File: src/sha_pkg.sv
// ============================================================================
// sha_pkg: shared types and constants for the SHA-256 byte stream hasher
// Round constants, initial hash values and the front/back queue entry.
// ============================================================================
`default_nettype none
package sha_pkg;

   // queue entry kinds
   typedef enum logic [1:0] {
      OP_BYTE  = 2'd0,   // one message byte
      OP_FINAL = 2'd1    // end of message, pad and emit
   } op_type;

   typedef struct packed {
      op_type     op;
      logic [7:0] data;
   } entry_type;

   typedef enum logic [2:0] {
      ST_IDLE   = 3'd0,
      ST_LOAD   = 3'd1,
      ST_ROUND  = 3'd2,
      ST_FOLD   = 3'd3,
      ST_PAD    = 3'd4,
      ST_EMIT   = 3'd5
   } state_type;

   localparam logic [7:0] PAD_BYTE = 8'h80;
   localparam logic [5:0] LEN_POS  = 6'd56;

   function automatic logic [31:0] round_k(input logic [5:0] i);
      logic [31:0] k [64];
      k = '{
         32'h428a2f98, 32'h71374491, 32'hb5c0fbcf, 32'he9b5dba5, 32'h3956c25b, 32'h59f111f1,
         32'h923f82a4, 32'hab1c5ed5, 32'hd807aa98, 32'h12835b01, 32'h243185be, 32'h550c7dc3,
         32'h72be5d74, 32'h80deb1fe, 32'h9bdc06a7, 32'hc19bf174, 32'he49b69c1, 32'hefbe4786,
         32'h0fc19dc6, 32'h240ca1cc, 32'h2de92c6f, 32'h4a7484aa, 32'h5cb0a9dc, 32'h76f988da,
         32'h983e5152, 32'ha831c66d, 32'hb00327c8, 32'hbf597fc7, 32'hc6e00bf3, 32'hd5a79147,
         32'h06ca6351, 32'h14292967, 32'h27b70a85, 32'h2e1b2138, 32'h4d2c6dfc, 32'h53380d13,
         32'h650a7354, 32'h766a0abb, 32'h81c2c92e, 32'h92722c85, 32'ha2bfe8a1, 32'ha81a664b,
         32'hc24b8b70, 32'hc76c51a3, 32'hd192e819, 32'hd6990624, 32'hf40e3585, 32'h106aa070,
         32'h19a4c116, 32'h1e376c08, 32'h2748774c, 32'h34b0bcb5, 32'h391c0cb3, 32'h4ed8aa4a,
         32'h5b9cca4f, 32'h682e6ff3, 32'h748f82ee, 32'h78a5636f, 32'h84c87814, 32'h8cc70208,
         32'h90befffa, 32'ha4506ceb, 32'hbef9a3f7, 32'hc67178f2};
      return k[i];
   endfunction

   function automatic logic [31:0] init_h(input logic [2:0] i);
      logic [31:0] h [8];
      h = '{32'h6a09e667, 32'hbb67ae85, 32'h3c6ef372, 32'ha54ff53a,
            32'h510e527f, 32'h9b05688c, 32'h1f83d9ab, 32'h5be0cd19};
      return h[i];
   endfunction

   function automatic logic [31:0] rotr(input logic [31:0] x, input int n);
      return (x >> n) | (x << (32 - n));
   endfunction

endpackage
`default_nettype wire

File: src/sha_if.sv
// ============================================================================
// sha_req_if / sha_rsp_if: valid/ready channels
// Request channel carries bytes and the end flag; response carries digest words.
// ============================================================================
`default_nettype none
interface sha_req_if;
   logic       valid;
   logic       ready;
   logic [7:0] data_byte;
   logic       has_byte;
   logic       end_of_message;
   modport source (output valid, data_byte, has_byte, end_of_message, input ready);
   modport sink   (input valid, data_byte, has_byte, end_of_message, output ready);
endinterface

interface sha_rsp_if;
   logic        valid;
   logic        ready;
   logic [31:0] digest_word;
   logic [2:0]  word_index;
   logic        last_word;
   modport source (output valid, digest_word, word_index, last_word, input ready);
   modport sink   (input valid, digest_word, word_index, last_word, output ready);
endinterface
`default_nettype wire

File: src/sha_ram.sv
// ============================================================================
// sha_ram: generic simple dual port RAM with registered read
// One write and one read per cycle, at separate addresses.
// ============================================================================
`default_nettype none
module sha_ram #(
   parameter int WIDTH = 8,
   parameter int DEPTH = 64
) (
   input  wire logic                     clock,
   input  wire logic                     wr_en,
   input  wire logic [$clog2(DEPTH)-1:0] wr_addr,
   input  wire logic [WIDTH-1:0]         wr_data,
   input  wire logic [$clog2(DEPTH)-1:0] rd_addr,
   output      logic [WIDTH-1:0]         rd_data
);
   logic [WIDTH-1:0] mem [DEPTH];

   always_ff @(posedge clock) begin
      if (wr_en) begin
         mem[wr_addr] <= wr_data;
      end
      rd_data <= mem[rd_addr];
   end
endmodule
`default_nettype wire

File: src/sha_front.sv
// ============================================================================
// sha_front: request intake and classification
// Splits each request into byte and final entries, pushed to a 2-entry queue.
// ============================================================================
`default_nettype none
module sha_front
   import sha_pkg::*;
(
   input  wire logic  clock,
   input  wire logic  reset,
   sha_req_if.sink    req,
   output entry_type  q_data,
   output logic       q_valid,
   input  wire logic  q_pop
);
   entry_type  buf_ff [2];
   entry_type  buf_in [2];
   logic [1:0] cnt_ff, cnt_in;
   logic       pend_ff, pend_in;   // final still owed from a byte+end request
   logic       push;
   entry_type  push_e;

   assign q_valid = cnt_ff != 2'd0;
   assign q_data  = buf_ff[0];
   // take a request only with room for both entries it may make
   assign req.ready = !pend_ff && cnt_ff == 2'd0;

   // classify and queue
   always_comb begin
      pend_in = pend_ff;
      push    = 1'b0;
      push_e  = '{op: OP_FINAL, data: 8'd0};
      if (pend_ff && !(cnt_ff == 2'd2 && !q_pop)) begin
         push    = 1'b1;
         pend_in = 1'b0;
      end else if (req.valid && req.ready) begin
         if (req.has_byte) begin
            push    = 1'b1;
            push_e  = '{op: OP_BYTE, data: req.data_byte};
            pend_in = req.end_of_message;
         end else if (req.end_of_message) begin
            push = 1'b1;
         end
      end
      buf_in = buf_ff;
      cnt_in = cnt_ff;
      if (q_pop) begin
         buf_in[0] = buf_ff[1];
         cnt_in    = cnt_ff - 2'd1;
      end
      if (push) begin
         buf_in[cnt_in[0]] = push_e;
         cnt_in            = cnt_in + 2'd1;
      end
   end

   always_ff @(posedge clock) begin
      if (reset) begin
         cnt_ff  <= 2'd0;
         pend_ff <= 1'b0;
      end else begin
         cnt_ff  <= cnt_in;
         pend_ff <= pend_in;
      end
      buf_ff <= buf_in;
   end
endmodule
`default_nettype wire

File: src/sha_back.sv
// ============================================================================
// sha_back: block buffer, padding and 64-round compression
// Writes bytes to the block RAM, compresses full blocks, emits the digest.
// ============================================================================
`default_nettype none
module sha_back
   import sha_pkg::*;
#(
   parameter int COUNT_BITS = 61
) (
   input  wire logic  clock,
   input  wire logic  reset,
   input  entry_type  q_data,
   input  wire logic  q_valid,
   output logic       q_pop,
   sha_rsp_if.source  rsp
);
   state_type state_ff, state_in;
   logic [COUNT_BITS-1:0] count_ff, count_in;
   logic [31:0] h_ff [8];
   logic [31:0] h_in [8];
   logic [31:0] v_ff [8];
   logic [31:0] v_in [8];
   logic [31:0] w_ff [16];
   logic [31:0] w_in [16];
   logic [6:0]  idx_ff, idx_in;     // load address / round number
   logic [5:0]  pos_ff, pos_in;     // pad position
   logic        fin_ff, fin_in;     // padding phase of a message end
   logic        len_ff, len_in;     // current pad block ends with the length
   logic [63:0] bits_ff, bits_in;   // bit length, shifted out MSB first
   logic [2:0]  out_ff, out_in;
   logic        ov_ff, ov_in;
   logic [31:0] od_ff, od_in;

   logic        wr_en;
   logic [5:0]  wr_addr, rd_addr;
   logic [7:0]  wr_data, rd_data;

   sha_ram #(.WIDTH(8), .DEPTH(64)) u_ram (
      .clock, .wr_en, .wr_addr, .wr_data, .rd_addr, .rd_data
   );

   logic [31:0] s0, s1, wnew, t1, t2, e, a, ch, maj;

   assign rsp.valid       = ov_ff;
   assign rsp.digest_word = od_ff;
   assign rsp.word_index  = out_ff;
   assign rsp.last_word   = out_ff == 3'd7;

   // round datapath
   always_comb begin
      s0   = rotr(w_ff[1], 7) ^ rotr(w_ff[1], 18) ^ (w_ff[1] >> 3);
      s1   = rotr(w_ff[14], 17) ^ rotr(w_ff[14], 19) ^ (w_ff[14] >> 10);
      wnew = s1 + w_ff[9] + s0 + w_ff[0];
      e    = v_ff[4];
      a    = v_ff[0];
      ch   = (e & v_ff[5]) ^ (~e & v_ff[6]);
      maj  = (a & v_ff[1]) ^ (a & v_ff[2]) ^ (v_ff[1] & v_ff[2]);
      t1   = v_ff[7] + (rotr(e, 6) ^ rotr(e, 11) ^ rotr(e, 25)) + ch
             + round_k(idx_ff[5:0]) + w_ff[0];
      t2   = (rotr(a, 2) ^ rotr(a, 13) ^ rotr(a, 22)) + maj;
   end

   // sequencer
   always_comb begin
      state_in = state_ff;
      count_in = count_ff;
      h_in = h_ff; v_in = v_ff; w_in = w_ff;
      idx_in = idx_ff; pos_in = pos_ff; fin_in = fin_ff; len_in = len_ff;
      bits_in = bits_ff;
      out_in = out_ff; ov_in = ov_ff; od_in = od_ff;
      q_pop = 1'b0;
      wr_en = 1'b0; wr_addr = pos_ff; wr_data = 8'd0;
      rd_addr = idx_ff[5:0];
      case (state_ff)
         ST_IDLE: begin
            if (q_valid) begin
               q_pop = 1'b1;
               if (q_data.op == OP_BYTE) begin
                  wr_en    = 1'b1;
                  wr_addr  = count_ff[5:0];
                  wr_data  = q_data.data;
                  count_in = count_ff + COUNT_BITS'(1);
                  fin_in   = 1'b0;
                  if (count_ff[5:0] == 6'd63) begin
                     idx_in   = 7'd0;
                     state_in = ST_LOAD;
                  end
               end else begin
                  // 0x80 marker; length fits in this block below byte 56
                  bits_in  = 64'(count_ff) << 3;
                  wr_en    = 1'b1;
                  wr_addr  = count_ff[5:0];
                  wr_data  = PAD_BYTE;
                  fin_in   = 1'b1;
                  len_in   = count_ff[5:0] < LEN_POS;
                  count_in = '0;
                  if (count_ff[5:0] == 6'd63) begin
                     idx_in   = 7'd0;
                     state_in = ST_LOAD;
                  end else begin
                     pos_in   = count_ff[5:0] + 6'd1;
                     state_in = ST_PAD;
                  end
               end
            end
         end
         // zeros up to byte 56, then the length (zeros to the end if it does not fit); compress when full
         ST_PAD: begin
            wr_en = 1'b1;
            if (len_ff && pos_ff >= LEN_POS) begin
               wr_data = bits_ff[63:56];
               bits_in = {bits_ff[55:0], 8'd0};
            end
            pos_in = pos_ff + 6'd1;
            if (pos_ff == 6'd63) begin
               idx_in   = 7'd0;
               state_in = ST_LOAD;
            end
         end
         // shift 64 bytes into the schedule window (RAM read is registered)
         ST_LOAD: begin
            if (idx_ff != 7'd0) begin
               if (idx_ff[1:0] == 2'd1) begin
                  for (int i = 0; i < 15; i++) w_in[i] = w_ff[i + 1];
                  w_in[15] = {24'd0, rd_data};
               end else begin
                  w_in[15] = {w_ff[15][23:0], rd_data};
               end
            end
            idx_in = idx_ff + 7'd1;
            if (idx_ff == 7'd64) begin
               v_in     = h_ff;
               idx_in   = 7'd0;
               state_in = ST_ROUND;
            end
         end
         ST_ROUND: begin
            for (int i = 0; i < 15; i++) w_in[i] = w_ff[i + 1];
            w_in[15] = wnew;
            v_in[7] = v_ff[6]; v_in[6] = v_ff[5]; v_in[5] = e;
            v_in[4] = v_ff[3] + t1; v_in[3] = v_ff[2]; v_in[2] = v_ff[1];
            v_in[1] = a; v_in[0] = t1 + t2;
            idx_in = idx_ff + 7'd1;
            if (idx_ff == 7'd63) state_in = ST_FOLD;
         end
         // add into the chain; then emit, pad the length block, or go idle
         ST_FOLD: begin
            for (int i = 0; i < 8; i++) h_in[i] = h_ff[i] + v_ff[i];
            if (fin_ff && len_ff) begin
               out_in   = 3'd0;
               ov_in    = 1'b1;
               od_in    = h_ff[0] + v_ff[0];
               state_in = ST_EMIT;
            end else if (fin_ff) begin
               pos_in   = 6'd0;
               len_in   = 1'b1;
               state_in = ST_PAD;
            end else begin
               state_in = ST_IDLE;
            end
         end
         ST_EMIT: begin
            if (rsp.ready) begin
               if (out_ff == 3'd7) begin
                  ov_in  = 1'b0;
                  fin_in = 1'b0;
                  for (int i = 0; i < 8; i++) h_in[i] = init_h(3'(i));
                  state_in = ST_IDLE;
               end else begin
                  out_in = out_ff + 3'd1;
                  od_in  = h_ff[out_ff + 3'd1];
               end
            end
         end
         default: state_in = ST_IDLE;
      endcase
   end

   always_ff @(posedge clock) begin
      if (reset) begin
         state_ff <= ST_IDLE;
         count_ff <= '0;
         ov_ff    <= 1'b0;
         fin_ff   <= 1'b0;
         len_ff   <= 1'b0;
         out_ff   <= 3'd0;
         for (int i = 0; i < 8; i++) h_ff[i] <= init_h(3'(i));
      end else begin
         state_ff <= state_in;
         count_ff <= count_in;
         ov_ff    <= ov_in;
         fin_ff   <= fin_in;
         len_ff   <= len_in;
         out_ff   <= out_in;
         h_ff     <= h_in;
      end
      v_ff    <= v_in;
      w_ff    <= w_in;
      idx_ff  <= idx_in;
      pos_ff  <= pos_in;
      bits_ff <= bits_in;
      od_ff   <= od_in;
   end
endmodule
`default_nettype wire

File: src/sha256_byte_stream_hasher_core.sv
// ============================================================================
// sha256_byte_stream_hasher_core: SHA-256 over a byte stream
// Front intake queue feeding a sequential block compressor.
// ============================================================================
//  channel | dir | fields
//  req     | in  | data_byte[7:0], has_byte, end_of_message
//  rsp     | out | digest_word[31:0], word_index[2:0], last_word
// Bytes fill the block RAM; a full block is loaded, run for 64 rounds, folded.
// The end of message pads byte by byte, compresses one or two blocks, then
// emits eight words, one per accepted rsp.
// Reset is synchronous; the hash restarts from the initial values after emit.
// ============================================================================
`default_nettype none
module sha256_byte_stream_hasher_core
   import sha_pkg::*;
#(
   parameter int COUNT_BITS = 61
) (
   input wire logic  clock,
   input wire logic  reset,
   sha_req_if.sink   req,
   sha_rsp_if.source rsp
);
   entry_type q_data;
   logic      q_valid, q_pop;

   sha_front u_front (.clock, .reset, .req, .q_data, .q_valid, .q_pop);

   sha_back #(.COUNT_BITS(COUNT_BITS)) u_back (
      .clock, .reset, .q_data, .q_valid, .q_pop, .rsp
   );
endmodule
`default_nettype wire
File: src/flat_wrapper.sv
// flat-port wrapper written by rule: the top's interface ports become plain ports
module sha256_byte_stream_hasher_core_flat import sha_pkg::*;
#(
   parameter int COUNT_BITS = 61
)
  (clock, reset, req_valid, req_data_byte, req_has_byte, req_end_of_message, req_ready, rsp_valid, rsp_digest_word, rsp_word_index, rsp_last_word, rsp_ready);
  sha_req_if req_i ();
  sha_rsp_if rsp_i ();
  input wire logic clock;
  input wire logic reset;
  input wire logic [$bits(req_i.valid)-1:0] req_valid;
  input wire logic [$bits(req_i.data_byte)-1:0] req_data_byte;
  input wire logic [$bits(req_i.has_byte)-1:0] req_has_byte;
  input wire logic [$bits(req_i.end_of_message)-1:0] req_end_of_message;
  output wire logic [$bits(req_i.ready)-1:0] req_ready;
  output wire logic [$bits(rsp_i.valid)-1:0] rsp_valid;
  output wire logic [$bits(rsp_i.digest_word)-1:0] rsp_digest_word;
  output wire logic [$bits(rsp_i.word_index)-1:0] rsp_word_index;
  output wire logic [$bits(rsp_i.last_word)-1:0] rsp_last_word;
  input wire logic [$bits(rsp_i.ready)-1:0] rsp_ready;
  assign req_i.valid = req_valid;
  assign req_i.data_byte = req_data_byte;
  assign req_i.has_byte = req_has_byte;
  assign req_i.end_of_message = req_end_of_message;
  assign req_ready = req_i.ready;
  assign rsp_valid = rsp_i.valid;
  assign rsp_digest_word = rsp_i.digest_word;
  assign rsp_word_index = rsp_i.word_index;
  assign rsp_last_word = rsp_i.last_word;
  assign rsp_i.ready = rsp_ready;
  sha256_byte_stream_hasher_core #(.COUNT_BITS(COUNT_BITS)) u_core (.clock(clock), .reset(reset), .req(req_i), .rsp(rsp_i));
endmodule
File: config.mk
export PLATFORM = sky130hd
export DESIGN_NAME = sha256_byte_stream_hasher_core_flat
export DESIGN_NICKNAME = d
export VERILOG_FILES = /design/src/sha_pkg.sv /design/src/sha_if.sv /design/src/sha_ram.sv /design/src/sha_front.sv /design/src/sha_back.sv /design/src/sha256_byte_stream_hasher_core.sv /design/src/flat_wrapper.sv
export SDC_FILE = /design/constraint.sdc
export NUM_CORES = 2
export LEC_CHECK = 0
export BUFFER_PORTS_ARGS = -buffer_cell sky130_fd_sc_hd__buf_2
export CAP_MARGIN = 10
export CELL_PAD_IN_SITES_DETAIL_PLACEMENT = 0
export CELL_PAD_IN_SITES_GLOBAL_PLACEMENT = 1
export CORE_ASPECT_RATIO = 1.1
export CORE_MARGIN = 8
export CORE_UTILIZATION = 48
export DETAILED_ROUTE_END_ITERATION = 12
export PLACE_DENSITY = 0.81
export SLEW_MARGIN = 20
export SYNTH_ARGS = -nofsm -noshare
export SYNTH_HDL_FRONTEND = slang
export SYNTH_HIERARCHICAL = 1
export SYNTH_SLANG_ARGS = --single-unit
export TNS_END_PERCENT = 30
File: constraint.sdc
create_clock -name clock -period 15.65 [get_ports clock]
set_input_delay 0.7825 -clock clock [delete_from_list [all_inputs] [get_ports clock]]
set_output_delay 0.7825 -clock clock [all_outputs]
set_load 0.02 [all_outputs]
==> impl_metrics.ini <==
[run_status]
status = complete, no violations

[clock_network]
cts_hold_buf = 0
cts_root_buf = clkbuf_16
clock_latency_ns = 0.87
cts_num_sinks = 1743
cts_tree = yes
clockBufferDepth = 3
htreeDepth = 4
cts_buffers = 180
cts_setup_buffers = 0
path_clk_slew_ns = 0.06
cts_resized = 0

[synthesis]
ys_seq_elements = 1743
yosys.area.top_type = edfxtp_1
synth_mux_area_share_pct = 6.16
synthXorXnorAreaFrac_pct = 6.04
ys_warn_count = 6
synthArstFlopShare_pct = 0
synthAdderAreaFrac_pct = 9.49
synth_top_area_share_pct = 44.5
synth_compound_area_share_pct = 11.5
synth_top_family_by_area = compound AO/OA/AOI/OAI gates
avgSynthCellArea_um2 = 11.4
synth-simple-area-share_pct = 11.1
synth-edff-count = 1396
ys_types = 112
synth_commonest_cells = edfxtp_1, nand2_1, nor2_1
synthFlopType = edfxtp_1
synthCells = 8250
yosysMostFrequentCell = edfxtp_1
synth_area_leaders = edfxtp_1, dfxtp_1, ha_1
synth_nets = 8859
yosysSeqAreaShare_pct = 51.9
synth.cell_area_mm2 = 0.0941

[timing]
finalSetupViolations = 0
tightest_slew_ns = 1.12
relSlewSlack_pct = 24.9
fmax_mhz = 100
final_period_minus_worst_setup_slack_ns = 9.99
skew_ns = 0.0522
fin_setup_tns_ns = 0
fin_crit_sh_pct = 63.9
finalMaxSlewViolations = 0
hold_violations = 0
rsz0062_at_grt = false

[drt]
antenna_left = 0
initialDrtViolationCount = 6717
first_pass_iters = 6
via_per_inst = 5.94
num_vias = 64800
routed_wirelength_um = 279000
post_drt_wl_per_cell_um = 25.5
drc_errors = 0

[finish]
drive_above_1_share_pct = 8.80
syn2layout_area_growth_pct = 9.11
post-route-util_pct = 52.7
nets = 8769

[die]
fp.dieArea_mm2 = 0.211
core_mm2 = 0.195
die_y_um = 480
ios = 52
initial_core_util_pct = 48.3
row_count = 170
die_x_um = 438

[place]
numPortBuffers = 51
gp_congestion = 0.948
place_hpwl_um = 197000

[global_route]
grt_usage_pct = 25.8
antenna_found_initial = 11
grt_pass1_vias = 62500
grt_overflow_total = 0
grt_pass1_wl_um = 412000
grt_max_degree = 201

[power]
ir_drop_mv = 0.460
p_per_area_mw_per_mm2 = 238
p_leak_nw = 38.7
finalPower_mw = 24.5

[setup_path]
worst_path_dominant_cell_family = compound AO/OA/AOI/OAI gates
cp.depth = 31
critPathMaxStageDelay_ns = 0.89
path_buf_inv = 6
crit_slowest_cell = o31ai_1
arrival_ns = 10.66
r2r_cells = 31
crit_type = reg -> reg
critPathLaunchType = flip-flop
cp_max_fo = 109
required_ns = 16.32
crit_path_end_kind = flip-flop

[flow_run]
max_cap_violations = 0

[min_path]
holdCritPathClass = in -> reg
holdPathStages = 3
-- layer usage --
layer | vias up | track usage, % | share of wire (%)
li1 | 29400 | - | -
met1 | 32200 | 35.7 | 43
met2 | 2629 | 40.9 | 46
met3 | 536 | 4.30 | 7.2
met4 | 6 | 10.0 | 4.1
met5 | - | 0 | 0.015
-- cell families (layout without fill, tap and decap cells) --
family / count (synthesis) / count (layout)
adder cells (fa/ha/maj): 598 / 598
AO/OA/AOI/OAI: 1687 / 1687
buffers and inverters: 893 / 959
other: 0 / 8
AND/OR/NAND/NOR: 2357 / 2357
flip-flops: 1743 / 1743
XOR/XNOR: 647 / 647
multiplexers: 325 / 325
-- tightest hold or removal path: stages --
cell and delay [ns]:
buf_2 0.09, a32oi_1 0.05, nor2_1 0.07
-- metrics by stage --
| step | cells | hold WS, ns | area (µm²) | worst slack (ns) |
|---|---|---|---|---|
| 5_1_grt | 10900 | 0.205 | 103000 | 4.98 |
| 3_5_place_dp | 10600 | 0.405 | 96700 | 5.74 |
| 3_3_place_gp | 10600 | 0.401 | 96700 | 5.77 |
| 2_1_floorplan | 8250 | 0.400 | 94100 | 0.817 |
| 4_1_cts | 10900 | 0.130 | 103000 | 5.66 |
| 6_report | 10900 | 0.191 | 103000 | 5.66 |
-- layout make-up --
class | count | area [µm²]
repair buffers | 123 | 881
inverters | 498 | 1870
clock buffers | 239 | 4840
flip-flops and latches | 1743 | 48900
fillers | 16600 | 92300
clock inverters | 99 | 1130
well taps | 2580 | 3230
multi-input cells | 5614 | 41900
diodes | 8 | 20.0
-- sequential cells by signal, indices dropped and copies added (netlist names), 8 cells and up, named ones only --
name	count
u_core/u_back/u_ram/mem	512
u_core/u_back/w_ff	512
u_core/u_back/h_ff	256
u_core/u_back/v_ff	192
u_core/u_back/bits_ff	61
u_core/u_back/count_ff	61
u_core/u_back/a	32
u_core/u_back/e	32
u_core/u_back/rsp.digest_word	32
u_core/u_front/q_data	10
u_core/u_back/u_ram/rd_data	8
-- placed cells by master, fill, tap and decap left out, types with 25 or more instances in the layout --
cell type	Yosys	final
nand4_1	39	39
a21oi_1	424	421
nand3b_1	32	32
clkbuf_16	0	182
edfxtp_1	1396	1396
o21ai_0	402	400
a211o_1	26	26
o21a_1	64	62
buf_2	15	50
dfxtp_1	347	346
mux2i_1	85	85
a21o_1	205	205
o21bai_1	55	55
nand2b_1	138	137
o22ai_1	74	73
nand3_1	130	130
a211oi_1	59	58
xnor2_1	358	358
nor3_1	71	69
mux2_2	35	35
a31oi_1	43	43
inv_1	496	496
mux4_2	197	197
nor2b_1	69	69
a22oi_1	64	64
nand2_1	1166	1161
clkbuf_1	295	50
clkinv_1	0	25
and2_1	37	34
nor2_1	515	512
clkinv_2	0	25
buf_4	25	65
and3_1	44	44
ha_1	400	398
o31ai_1	25	25
fa_1	195	195
xor2_1	287	287
-- where the power goes --
part | switching [mW] | total, mW | leakage [nW] | internal, mW
logic | 8.83 | 14.4 | 20.5 | 5.57
registers | 0.214 | 5.77 | 15.3 | 5.56
clock network | 1.90 | 4.33 | 2.86 | 2.44
-- final timing paths --
path	start	end	slack, ns
worst max register to register	u_core/u_back/idx_ff[0]$_DFFE_PP_	u_core/u_back/a[31]$_DFFE_PP_	5.66
worst min-delay path	req_end_of_message	u_core/u_front/pend_ff$_SDFFE_PP0P_	0.19
worst min register to register	u_core/u_back/w_ff[384]$_DFFE_PP_	u_core/u_back/w_ff[416]$_DFFE_PP_	0.40
worst max-delay path	u_core/u_back/idx_ff[0]$_DFFE_PP_	u_core/u_back/a[31]$_DFFE_PP_	5.66
Power figures use the tool's default switching activity.
